File: config.mk
export PLATFORM = sky130hd
export DESIGN_NAME = quadratic_probe_hash_table_unit
export DESIGN_NICKNAME = d
export VERILOG_FILES = /design/src/sv/qph_pkg.sv /design/src/sv/quadratic_probe_hash_table_unit.sv /design/src/sv/qph_ctrl.sv /design/src/sv/qph_dp.sv
export SDC_FILE = /design/constraint.sdc
export NUM_CORES = 1
export LEC_CHECK = 0
export BUFFER_PORTS_ARGS = -buffer_cell sky130_fd_sc_hd__buf_2
export CORE_UTILIZATION = 42
export DETAILED_ROUTE_END_ITERATION = 8
export PLACE_DENSITY = 0.58
export SLEW_MARGIN = 20
export SYNTH_ARGS = -nofsm -noshare
export SYNTH_HDL_FRONTEND = slang
export SYNTH_SLANG_ARGS = --single-unit
File: constraint.sdc
create_clock -name clk -period 7 [get_ports clk]
set_input_delay 1.4 -clock clk [delete_from_list [all_inputs] [get_ports clk]]
set_output_delay 1.4 -clock clk [all_outputs]
set_load 0.03 [all_outputs]
File: src/sv/qph_pkg.sv
// Shared types, codes and defaults for the quadratic probe hash table.
package qph_pkg;

    // Default table geometry
    localparam int SLOT_COUNT_DEF  = 16;
    localparam int PROBE_LIMIT_DEF = 32;

    // Field widths
    localparam int OP_W     = 2;
    localparam int KEY_W    = 31;
    localparam int VALUE_W  = 32;
    localparam int STATUS_W = 3;
    localparam int SLOT_W   = 4;

    // Home slot reduction: key padded to whole digits, one digit per cycle
    localparam int DIGIT_W    = 4;
    localparam int MOD_DIGITS = (KEY_W + DIGIT_W - 1) / DIGIT_W;
    localparam int MOD_PAD_W  = MOD_DIGITS * DIGIT_W;
    localparam int DCNT_W     = (MOD_DIGITS > 1) ? $clog2(MOD_DIGITS) : 1;

    // Request codes
    localparam logic [OP_W-1:0] OP_INSERT = 2'd0;
    localparam logic [OP_W-1:0] OP_LOOKUP = 2'd1;
    localparam logic [OP_W-1:0] OP_CLEAR  = 2'd2;

    // Result codes
    localparam logic [STATUS_W-1:0] ST_INSERTED  = 3'd0;
    localparam logic [STATUS_W-1:0] ST_FOUND     = 3'd1;
    localparam logic [STATUS_W-1:0] ST_NOT_FOUND = 3'd2;
    localparam logic [STATUS_W-1:0] ST_FULL      = 3'd3;
    localparam logic [STATUS_W-1:0] ST_CLEARED   = 3'd4;

    // One table entry as held in the slot memory
    typedef struct packed {
        logic               used;
        logic [KEY_W-1:0]   key;
        logic [VALUE_W-1:0] value;
    } qph_entry_t;

    // Controller to datapath commands
    typedef struct packed {
        logic                load;
        logic                mod_step;
        logic                probe_start;
        logic                probe_next;
        logic                ins_write;
        logic                sweep_step;
        logic                res_load;
        logic [STATUS_W-1:0] res_status;
    } qph_cmd_t;

    // Datapath to controller status
    typedef struct packed {
        logic slot_free;
        logic key_match;
        logic mod_last;
        logic sweep_last;
    } qph_stat_t;

endpackage

File: src/sv/quadratic_probe_hash_table_unit.sv
// Top level of the quadratic probe hash table: sequencer and datapath.
//
//  channel  | handshake            | payload
//  ---------+----------------------+------------------------------
//  request  | start, busy          | op, key, value
//  result   | done (one cycle)     | status, found_value, slot
//
// Insert and lookup first reduce the key to its home slot one 4-bit digit at a time, then
// p probes (1 to PROBE_LIMIT) run one per cycle through the slot memory. Clear sweeps
// every slot; an unassigned op answers in the cycle after it is accepted. After reset
// the block sweeps the used bits of every slot with busy high. The result shows with
// busy already low, so a request may enter then; the receiver cannot stall.
module quadratic_probe_hash_table_unit
    import qph_pkg::*;
#(
    parameter int SLOT_COUNT  = SLOT_COUNT_DEF,
    parameter int PROBE_LIMIT = PROBE_LIMIT_DEF
)
(
    input  logic                      clk,
    input  logic                      rst_n,
    input  logic                      start,
    output logic                      busy,
    input  logic [OP_W-1:0]           op,
    input  logic [KEY_W-1:0]          key,
    input  logic signed [VALUE_W-1:0] value,
    output logic                      done,
    output logic [STATUS_W-1:0]       status,
    output logic signed [VALUE_W-1:0] found_value,
    output logic [SLOT_W-1:0]         slot
);

    qph_cmd_t  cmd;
    qph_stat_t stat;

    // Sequence each request transaction
    qph_ctrl #(
        .PROBE_LIMIT(PROBE_LIMIT)
    ) u_ctrl (
        .clk   (clk),
        .rst_n (rst_n),
        .start (start),
        .op    (op),
        .stat  (stat),
        .cmd   (cmd),
        .busy  (busy),
        .done  (done)
    );

    // Hold the table and compute probe positions
    qph_dp #(
        .SLOT_COUNT(SLOT_COUNT)
    ) u_dp (
        .clk         (clk),
        .rst_n       (rst_n),
        .cmd         (cmd),
        .key_in      (key),
        .value_in    (value),
        .stat        (stat),
        .status      (status),
        .found_value (found_value),
        .slot        (slot)
    );

endmodule

File: src/sv/qph_ctrl.sv
// Request sequencer for the quadratic probe hash table.
module qph_ctrl
    import qph_pkg::*;
#(
    parameter int PROBE_LIMIT = PROBE_LIMIT_DEF
)
(
    input  logic            clk,
    input  logic            rst_n,
    input  logic            start,
    input  logic [OP_W-1:0] op,
    input  qph_stat_t       stat,
    output qph_cmd_t        cmd,
    output logic            busy,
    output logic            done
);

    localparam int CNT_W = $clog2(PROBE_LIMIT + 1);
    localparam logic [CNT_W-1:0] CNT_LAST = CNT_W'(PROBE_LIMIT);

    localparam logic [2:0] S_SWEEP = 3'd0;
    localparam logic [2:0] S_IDLE  = 3'd1;
    localparam logic [2:0] S_MOD   = 3'd2;
    localparam logic [2:0] S_READ  = 3'd3;
    localparam logic [2:0] S_PROBE = 3'd4;
    localparam logic [2:0] S_CLEAR = 3'd5;

    logic [2:0]      state_reg, state_next;
    logic [OP_W-1:0] op_reg, op_next;
    logic [CNT_W-1:0] cnt_reg, cnt_next;
    logic            done_reg;
    logic            last_probe;

    assign last_probe = (cnt_reg == CNT_LAST);

    // Next state and commands
    always_comb
    begin
        state_next = state_reg;
        op_next    = op_reg;
        cnt_next   = cnt_reg;
        cmd        = '0;
        case (state_reg)
            S_SWEEP:
            begin
                cmd.sweep_step = 1'b1;
                if (stat.sweep_last)
                begin
                    state_next = S_IDLE;
                end
            end
            S_IDLE:
            begin
                if (start)
                begin
                    cmd.load = 1'b1;
                    op_next  = op;
                    if (op == OP_CLEAR)
                    begin
                        state_next = S_CLEAR;
                    end
                    else if (op == OP_INSERT || op == OP_LOOKUP)
                    begin
                        state_next = S_MOD;
                    end
                    else
                    begin
                        cmd.res_load   = 1'b1;
                        cmd.res_status = ST_NOT_FOUND;
                    end
                end
            end
            S_MOD:
            begin
                cmd.mod_step = 1'b1;
                if (stat.mod_last)
                begin
                    state_next = S_READ;
                end
            end
            S_READ:
            begin
                cmd.probe_start = 1'b1;
                cnt_next        = CNT_W'(1);
                state_next      = S_PROBE;
            end
            S_PROBE:
            begin
                if (op_reg == OP_INSERT)
                begin
                    if (stat.slot_free)
                    begin
                        cmd.ins_write  = 1'b1;
                        cmd.res_load   = 1'b1;
                        cmd.res_status = ST_INSERTED;
                        state_next     = S_IDLE;
                    end
                    else if (last_probe)
                    begin
                        cmd.res_load   = 1'b1;
                        cmd.res_status = ST_FULL;
                        state_next     = S_IDLE;
                    end
                    else
                    begin
                        cmd.probe_next = 1'b1;
                        cnt_next       = cnt_reg + CNT_W'(1);
                    end
                end
                else
                begin
                    if (stat.slot_free || (!stat.key_match && last_probe))
                    begin
                        cmd.res_load   = 1'b1;
                        cmd.res_status = ST_NOT_FOUND;
                        state_next     = S_IDLE;
                    end
                    else if (stat.key_match)
                    begin
                        cmd.res_load   = 1'b1;
                        cmd.res_status = ST_FOUND;
                        state_next     = S_IDLE;
                    end
                    else
                    begin
                        cmd.probe_next = 1'b1;
                        cnt_next       = cnt_reg + CNT_W'(1);
                    end
                end
            end
            S_CLEAR:
            begin
                cmd.sweep_step = 1'b1;
                if (stat.sweep_last)
                begin
                    cmd.res_load   = 1'b1;
                    cmd.res_status = ST_CLEARED;
                    state_next     = S_IDLE;
                end
            end
            default:
            begin
                state_next = S_IDLE;
            end
        endcase
    end

    // Hold state, request code and probe count
    always_ff @(posedge clk or negedge rst_n)
    begin
        if (!rst_n)
        begin
            state_reg <= S_SWEEP;
            op_reg    <= OP_INSERT;
            cnt_reg   <= '0;
            done_reg  <= 1'b0;
        end
        else
        begin
            state_reg <= state_next;
            op_reg    <= op_next;
            cnt_reg   <= cnt_next;
            done_reg  <= cmd.res_load;
        end
    end

    assign busy = (state_reg != S_IDLE);
    assign done = done_reg;

endmodule

File: src/sv/qph_dp.sv
// Datapath: home slot reduction, probe stepping, slot memory and result registers.
module qph_dp
    import qph_pkg::*;
#(
    parameter int SLOT_COUNT = SLOT_COUNT_DEF
)
(
    input  logic                       clk,
    input  logic                       rst_n,
    input  qph_cmd_t                   cmd,
    input  logic [KEY_W-1:0]           key_in,
    input  logic signed [VALUE_W-1:0]  value_in,
    output qph_stat_t                  stat,
    output logic [STATUS_W-1:0]        status,
    output logic signed [VALUE_W-1:0]  found_value,
    output logic [SLOT_W-1:0]          slot
);

    localparam int PW = $clog2(SLOT_COUNT);
    localparam logic [PW:0]   N_W       = (PW + 1)'(SLOT_COUNT);
    localparam logic [PW-1:0] JUMP_INIT = PW'(1 % SLOT_COUNT);
    localparam logic [PW-1:0] ODD_INIT  = PW'(3 % SLOT_COUNT);
    localparam logic [PW-1:0] SLOT_LAST = PW'(SLOT_COUNT - 1);
    localparam logic [DCNT_W-1:0] DCNT_LAST = DCNT_W'(MOD_DIGITS - 1);

    // Sum of two residues, folded back below the table size
    function automatic logic [PW-1:0] add_mod(input logic [PW-1:0] a, input logic [PW:0] b);
        logic [PW:0] s;
        begin
            s = {1'b0, a} + b;
            if (s >= N_W)
            begin
                s = s - N_W;
            end
            add_mod = s[PW-1:0];
        end
    endfunction

    logic [KEY_W-1:0]     key_reg;
    logic [VALUE_W-1:0]   value_reg;
    logic [MOD_PAD_W-1:0] kshift_reg;
    logic [DCNT_W-1:0]    dcnt_reg;
    logic [PW-1:0]        rem_reg, rem_next;
    logic [PW-1:0]        pos_reg, jump_reg, odd_reg;
    logic [PW-1:0]        pos_next, jump_next, odd_next;
    logic [PW-1:0]        sweep_reg;
    logic [STATUS_W-1:0]  status_reg;
    logic [VALUE_W-1:0]   fval_reg;
    logic [SLOT_W-1:0]    slot_reg;
    logic [PW+SLOT_W-1:0] pos_ext;

    qph_entry_t           mem [SLOT_COUNT];
    qph_entry_t           rd_data_reg;
    qph_entry_t           wr_data;
    logic                 wr_en;
    logic                 rd_en;
    logic [PW-1:0]        wr_addr;
    logic [PW-1:0]        rd_addr;

    // Reduce the key by one digit, one bit at a time
    always_comb
    begin
        logic [PW:0] t;
        rem_next = rem_reg;
        for (int i = 0; i < DIGIT_W; i++)
        begin
            t = {rem_next, kshift_reg[MOD_PAD_W-1-i]};
            if (t >= N_W)
            begin
                t = t - N_W;
            end
            rem_next = t[PW-1:0];
        end
    end

    // Advance probe position and the running square residues
    assign pos_next  = add_mod(pos_reg, {1'b0, jump_reg});
    assign jump_next = add_mod(jump_reg, {1'b0, odd_reg});
    assign odd_next  = add_mod(odd_reg, (PW + 1)'(2));

    // Latch the request, run the reduction and step the probe registers
    always_ff @(posedge clk)
    begin
        if (cmd.load)
        begin
            key_reg    <= key_in;
            value_reg  <= value_in;
            kshift_reg <= MOD_PAD_W'(key_in);
            rem_reg    <= '0;
        end
        else if (cmd.mod_step)
        begin
            kshift_reg <= kshift_reg << DIGIT_W;
            rem_reg    <= rem_next;
        end
        if (cmd.probe_start)
        begin
            pos_reg  <= rem_reg;
            jump_reg <= JUMP_INIT;
            odd_reg  <= ODD_INIT;
        end
        else if (cmd.probe_next)
        begin
            pos_reg  <= pos_next;
            jump_reg <= jump_next;
            odd_reg  <= odd_next;
        end
    end

    // Count reduction digits and sweep addresses
    always_ff @(posedge clk or negedge rst_n)
    begin
        if (!rst_n)
        begin
            dcnt_reg  <= '0;
            sweep_reg <= '0;
        end
        else
        begin
            if (cmd.load)
            begin
                dcnt_reg <= '0;
            end
            else if (cmd.mod_step)
            begin
                dcnt_reg <= dcnt_reg + DCNT_W'(1);
            end
            if (cmd.sweep_step)
            begin
                sweep_reg <= (sweep_reg == SLOT_LAST) ? '0 : sweep_reg + PW'(1);
            end
        end
    end

    // Slot memory port selection
    always_comb
    begin
        wr_en   = cmd.ins_write | cmd.sweep_step;
        wr_addr = cmd.sweep_step ? sweep_reg : pos_reg;
        wr_data = '0;
        if (!cmd.sweep_step)
        begin
            wr_data.used  = 1'b1;
            wr_data.key   = key_reg;
            wr_data.value = value_reg;
        end
        rd_en   = cmd.probe_start | cmd.probe_next;
        rd_addr = cmd.probe_start ? rem_reg : pos_next;
    end

    // Slot memory with registered read
    always_ff @(posedge clk)
    begin
        if (wr_en)
        begin
            mem[wr_addr] <= wr_data;
        end
        if (rd_en)
        begin
            rd_data_reg <= mem[rd_addr];
        end
    end

    assign stat.slot_free  = !rd_data_reg.used;
    assign stat.key_match  = (rd_data_reg.key == key_reg);
    assign stat.mod_last   = (dcnt_reg == DCNT_LAST);
    assign stat.sweep_last = (sweep_reg == SLOT_LAST);

    assign pos_ext = {{SLOT_W{1'b0}}, pos_reg};

    // Capture the result transaction
    always_ff @(posedge clk)
    begin
        if (cmd.res_load)
        begin
            status_reg <= cmd.res_status;
            fval_reg   <= (cmd.res_status == ST_FOUND) ? rd_data_reg.value : '0;
            slot_reg   <= (cmd.res_status == ST_FOUND || cmd.res_status == ST_INSERTED)
                          ? pos_ext[SLOT_W-1:0] : '0;
        end
    end

    assign status      = status_reg;
    assign found_value = fval_reg;
    assign slot        = slot_reg;

endmodule

==> results.tsv, run 1 <==
metric	value	unit
first_global_vias	23200	
drc	0	
post_cts.repair.setup_buffers	0	
rows	123	
ioPinCount	109	
fin_skew	0.0208	ns
grt_max_degree	109	
yosysSeqAreaShare	78.8	%
ir_worst_vdd	0.983	mV
cts_sinks	1256	
power	27.6	mW
fin_util	48.5	%
worstPathArrival	5.27	ns
drive_above_1_share	26.5	%
wl	105000	um
insertion_delay	0.73	ns
end_kind	flop	
synthArstFlopShare	1.51	%
die_h	339	um
place_ws	2.22	ns
antenna_found_initial	0	
place_hpwl	54300	um
h-tree-depth	4	
synth.top_cell.area_share	77.3	%
placement.io_buffers	108	
worst_setup_path_start_kind	flop	
grt_pass1_wl	155000	um
finalHoldViolations	0	
core_area	112000	um^2
design_area	54400	um^2
place.gp.congestion	0.767	
die_w	339	um
postCtsHoldBufs	0	
syn_to_final_growth	14.4	%
reg2reg_depth	8	
critPathRequiredTime	7.35	ns
synth_edf_count	1225	
dieArea	115000	um^2
hp-start	u_dp.odd_reg[3]$_SDFFE_PP0P_	
grt_overflow	0	
start_util	42.4	%
final_cell_mix	edfxtp_1 (1225), mux4_2 (256), clkbuf_16 (135)	
rrSetupSlack	2.08	ns
post-route-period-util	70.2	%
fmax	203	MHz
min_path_type	flop to flop	
status	completed	
synth_seq_cells	1256	
hold_end	u_dp.odd_reg[3]$_SDFFE_PP0P_	
max-slew-margin-rel	26.2	%
final_nets	2447	
synthTopCellsByArea	edfxtp_1 (77%), mux4_2 (12%), a22oi_1 (2.0%)	
grtUsageTotal	18.5	%
syn_inst	2185	
diodes	0	
vias	22100	
syn_area	47600	um^2
vias_per_cell	5.57	
clk_pin_slew_worst_paths	0.06	ns
timing.rr.end	u_dp.mem[3][57]$_DFFE_PP_	
first_pass_iters	5	
crit_fanout	43	
r2r_start	u_ctrl.state_reg[2]$_DFFE_PN0P_	
setup_violations	0	
ys_types	51	
hold_ws	0.486	ns
tritoncts	built	
ys.flop_type	edfxtp_1	
postCtsResizedCells	0	
dp_cells	3733	
rsz0062_at_grt	false	
cts_root_buf	clkbuf_16	
slew_violations	0	
powerDensity	507	nW/um^2
max-cap-violations	0	
p_leak	17.5	nW
hold_depth	1	
layout.cells.non_filler	3964	
postSynthAreaPerCell	21.8	um^2
largest_register_ffs	1024	
min_period	4.92	ns
wire_per_inst	26.6	um
final_common_cell	edfxtp_1	
max_slew.worst_pin.slew	1.11	ns
placed_area	50200	um^2
yosysTopAreaCell	edfxtp_1	
antenna_left	0	
ys_warn_count	0	
fin_setup_tns	0	ns
cts_max_path_buffers	3	
worst_slack	2.08	ns
syn-num-nets	2266	
worstSetupPathType	flop to flop	
drt-initial-drc-count	2126	
cts_inserted_buffers	130	
report_power, final:
group / leakage (nW) / internal [mW] / switching, mW
clock network: 2.06 / 4.07 / 2.81
logic: 3.93 / 3.83 / 5.91
registers: 11.5 / 10.6 / 0.393
total: 17.5 / 18.5 / 9.11
layout make-up:
cell class	instances	area, um^2
well taps	1500	1880
clock inverters	66	743
repair buffers	153	1060
clock buffers	164	3510
flip-flops and latches	1256	37500
fillers	9100	57900
inverters	15	56.3
multi-input cells	810	9690
worst max path at each step:
stage	cells after the start	slack [ns]	to	startpoint
after floorplan	6	2.17	u_dp.mem[2][0]$_DFFE_PP_	u_ctrl.state_reg[0]$_DFFE_PN0P_
after global placement	8	2.32	u_dp.mem[3][57]$_DFFE_PP_	u_ctrl.state_reg[2]$_DFFE_PN0P_
after detailed placement	8	2.22	u_dp.mem[3][58]$_DFFE_PP_	u_ctrl.state_reg[2]$_DFFE_PN0P_
after CTS	8	2.18	u_dp.mem[3][57]$_DFFE_PP_	u_ctrl.state_reg[2]$_DFFE_PN0P_
after global routing	8	1.81	u_dp.mem[3][57]$_DFFE_PP_	u_ctrl.state_reg[2]$_DFFE_PN0P_
final	8	2.08	u_dp.mem[3][57]$_DFFE_PP_	u_ctrl.state_reg[2]$_DFFE_PN0P_
logic make-up after synthesis:
group	count (synthesis)	share of synthesized area (%)
buffers and inverters	119	1.24
flip-flops	1256	78.8
multiplexers	303	13.2
XOR/XNOR	37	0.681
adder cells (fa/ha/maj)	13	0.373
AND/OR/NAND/NOR	287	3.08
AO/OA/AOI/OAI	170	2.64
critical path: stages (launching register included):
cell and delay [ns]:
dfrtp_1 0.55, or2_2 0.36, a21oi_1 0.85, inv_2 0.64, nor3_1 0.41, a31oi_1 0.25, nor2_4 0.20, buf_4 0.56
buf_4 0.63
layer usage:
metal | track usage, % | routed length [um] | vias to the layer above
li1 | - | - | 9424
met5 | 0 | 0 | -
met4 | 4.68 | 1780 | 0
met2 | 30.3 | 52500 | 645
met3 | 2.88 | 5310 | 144
met1 | 26.1 | 45900 | 11900
cell usage after synthesis (10+ instances only):
cell      count
edfxtp_1   1225
mux4_2      256
a22oi_1     128
and2_1      106
nand2_1      87
nor2_1       47
buf_2        41
xnor2_1      36
clkbuf_1     35
mux2_2       30
buf_4        25
dfrtp_1      19
mux2i_1      17
inv_1        15
dfxtp_1      12
a21oi_1      11
ha_1         11
nand4_1      10
(Power assumes the default switching activity.)
==> run 2: changes to the inputs <==
--- a/config.mk
+++ b/config.mk
@@ -5,10 +5,11 @@
 export SDC_FILE = /design/constraint.sdc
 export NUM_CORES = 1
 export LEC_CHECK = 0
+export ABC_AREA = 1
 export BUFFER_PORTS_ARGS = -buffer_cell sky130_fd_sc_hd__buf_2
 export CORE_UTILIZATION = 42
 export DETAILED_ROUTE_END_ITERATION = 8
-export PLACE_DENSITY = 0.58
+export PLACE_DENSITY = 0.6
 export SLEW_MARGIN = 20
 export SYNTH_ARGS = -nofsm -noshare
 export SYNTH_HDL_FRONTEND = slang
==> constraint.sdc (replaced) <==
create_clock -name clk -period 4.1 [get_ports clk]
set_input_delay 0.82 -clock clk [delete_from_list [all_inputs] [get_ports clk]]
set_output_delay 0.82 -clock clk [all_outputs]
set_load 0.03 [all_outputs]
==> run 2 against run 1 <==
Net effect: synthesized cell count up 65%; die area up 3.2%; area after synthesis rose by 3.2%; global-route usage rose by 2.7 points; clock skew rose by 0.0076 ns; critical path depth grew 2; sequential share of layout area decreased by 2.3 points; highest routed layer is now met5.
==> results.tsv, run 2 <==
metric	value	unit
status	completed	
syn_area	49100	um^2
grt_pass1_wl	187000	um
cts_sinks	1256	
setup_violations	0	
worst_setup_path_start_kind	flop	
drt-initial-drc-count	3406	
synth_edf_count	1225	
start_util	42.3	%
first_pass_iters	6	
critPathRequiredTime	4.53	ns
die_w	344	um
grtUsageTotal	21.2	%
max-slew-margin-rel	24.0	%
synth_xor_xnor_area_share	0.553	%
h-tree-depth	4	
place_hpwl	68200	um
wire_per_inst	23.5	um
die_h	344	um
cts_inserted_buffers	134	
worstSetupPathType	flop to flop	
synth_seq_cells	1256	
min_period	3.29	ns
dieArea	118000	um^2
wl	126000	um
largest_register_ffs	1024	
fmax	304	MHz
max-cap-violations	0	
max_slew.worst_pin.slew	1.14	ns
end_kind	flop	
synth_compound_area_share	11.4	%
drc	0	
syn_to_final_growth	14.7	%
post-route-period-util	80.1	%
synth_mux_area_share	0	%
ys_top_cells_by_count	edfxtp_1 (1225), nor2_1 (677), o21ai_0 (353), nand2_1 (281), o21ai_1 (179)	
post_cts.repair.setup_buffers	0	
vias	30000	
crit_chain	inv_1 > nor2_1 > nand2_1 > nand2_4 > buf_4 > o21ai_0 > inv_1 > nand2_1 > nor2_4 > buf_4	
synthTopCellsByArea	edfxtp_1 (75%), nor2_1 (5.2%), o21ai_0 (3.6%)	
rows	125	
fin_skew	0.0283	ns
yosysTopAreaCell	edfxtp_1	
slowest_delay	0.62	ns
final_nets	3811	
min_path_type	input pin to async pin	
synth_adder_area_share	0.362	%
ys_types	37	
antenna_left	0	
core_area	116000	um^2
hold_ws	0.0492	ns
final_cell_mix	edfxtp_1 (1225), nor2_1 (643), o21ai_0 (353)	
syn_inst	3611	
crit_fanout	31	
cts_root_buf	clkbuf_16	
synth_top_family_by_area	compound AO/OA/AOI/OAI gates	
slew_violations	0	
vias_per_cell	5.61	
postCtsResizedCells	0	
antenna_found_initial	3	
tritoncts	built	
syn-num-nets	3692	
placement.io_buffers	108	
synth.top_cell.area_share	74.9	%
worstPathArrival	3.72	ns
ys_warn_count	0	
ys.flop_type	edfxtp_1	
finalHoldViolations	0	
synthArstFlopShare	1.51	%
postSynthAreaPerCell	13.6	um^2
first_global_vias	28500	
yosysSeqAreaShare	76.4	%
drive_above_1_share	11.8	%
insertion_delay	0.75	ns
grt_overflow	0	
final_common_cell	edfxtp_1	
synthSimpleGateAreaFrac	7.92	%
diodes	0	
rsz0062_at_grt	false	
yosysMostFrequentCell	edfxtp_1	
ioPinCount	109	
place.gp.congestion	0.806	
slowest_stage	nor2_4	
cts_max_path_buffers	3	
grt_max_degree	145	
postCtsHoldBufs	0	
clk_pin_slew_worst_paths	0.06	ns
-- run 2: cell type report --
class | instances | area (um^2)
fill | 9991 | 59700
sequential | 1256 | 37500
multi-input combinational | 1973 | 10100
clock buffer | 163 | 3580
tap | 1524 | 1910
timing repair buffer | 211 | 1840
clock inverter | 79 | 756
inverter | 154 | 602
-- run 2: logic make-up (layout without fill, tap and decap cells) --
logic type	after synthesis	after routing
simple gates	1011	1011
fa+ha+maj	13	13
compound gates	918	918
buf+inv	382	607
flops	1256	1256
xor+xnor	31	31
-- run 2: worst max-delay path, delay by kind of cell (launching register included) --
kind                   cells  cell delay [ns]
AOI/OAI and AO/OA          1             0.26
buffers and inverters      4             0.95
DFF                        1             0.45
and+or+nand+nor            5             1.29
-- run 2: path summary, 6_finish.rpt --
kind / from / to / slack (ns) / cells past startpoint
max reg2reg: u_ctrl.state_reg[0]$_DFFE_PN0P_ / u_dp.mem[12][10]$_DFFE_PP_ / 0.81 / 10
min: rst_n / u_ctrl.done$_DFF_PN0_ / 0.05 / 1
min in group clk: value[14] / u_dp.value_reg[14]$_DFFE_PP_ / 0.24 / 1
max: u_ctrl.state_reg[0]$_DFFE_PN0P_ / u_dp.mem[12][10]$_DFFE_PP_ / 0.81 / 10
min reg2reg: u_ctrl.op_reg[0]$_DFFE_PN0P_ / u_ctrl.op_reg[0]$_DFFE_PN0P_ / 0.48 / 2
max in group asynchronous: rst_n / u_dp.sweep_reg[0]$_DFFE_PN0N_ / 3.70 / 1
-- run 2: metal layers --
layer | up-vias | wire length, um | GRT usage (%)
met3 | 147 | 9230 | 3.23
met1 | 15100 | 58300 | 32.8
met4 | 2 | 1930 | 5.25
li1 | 13600 | - | -
met5 | - | 12 | 0
met2 | 1174 | 56600 | 31.4
-- run 2: through the flow --
step           utilization [%]  instances  setup WS, ns  setup TNS [ns]  cell area (um^2)
2_1_floorplan                -       3611        -0.482         -436.94             49100
3_3_place_gp              44.8       5118         0.861               0             51900
3_5_place_dp              44.8       5118         0.869               0             51900
4_1_cts                   48.5       5360         0.847               0             56300
5_1_grt                   48.5       5360         0.603               0             56300
6_report                  48.5       5360         0.814               0             56300
Power of run 2 is not shown: default switching activity piles up to over one toggle a cycle in this logic, so the estimate is an artifact.
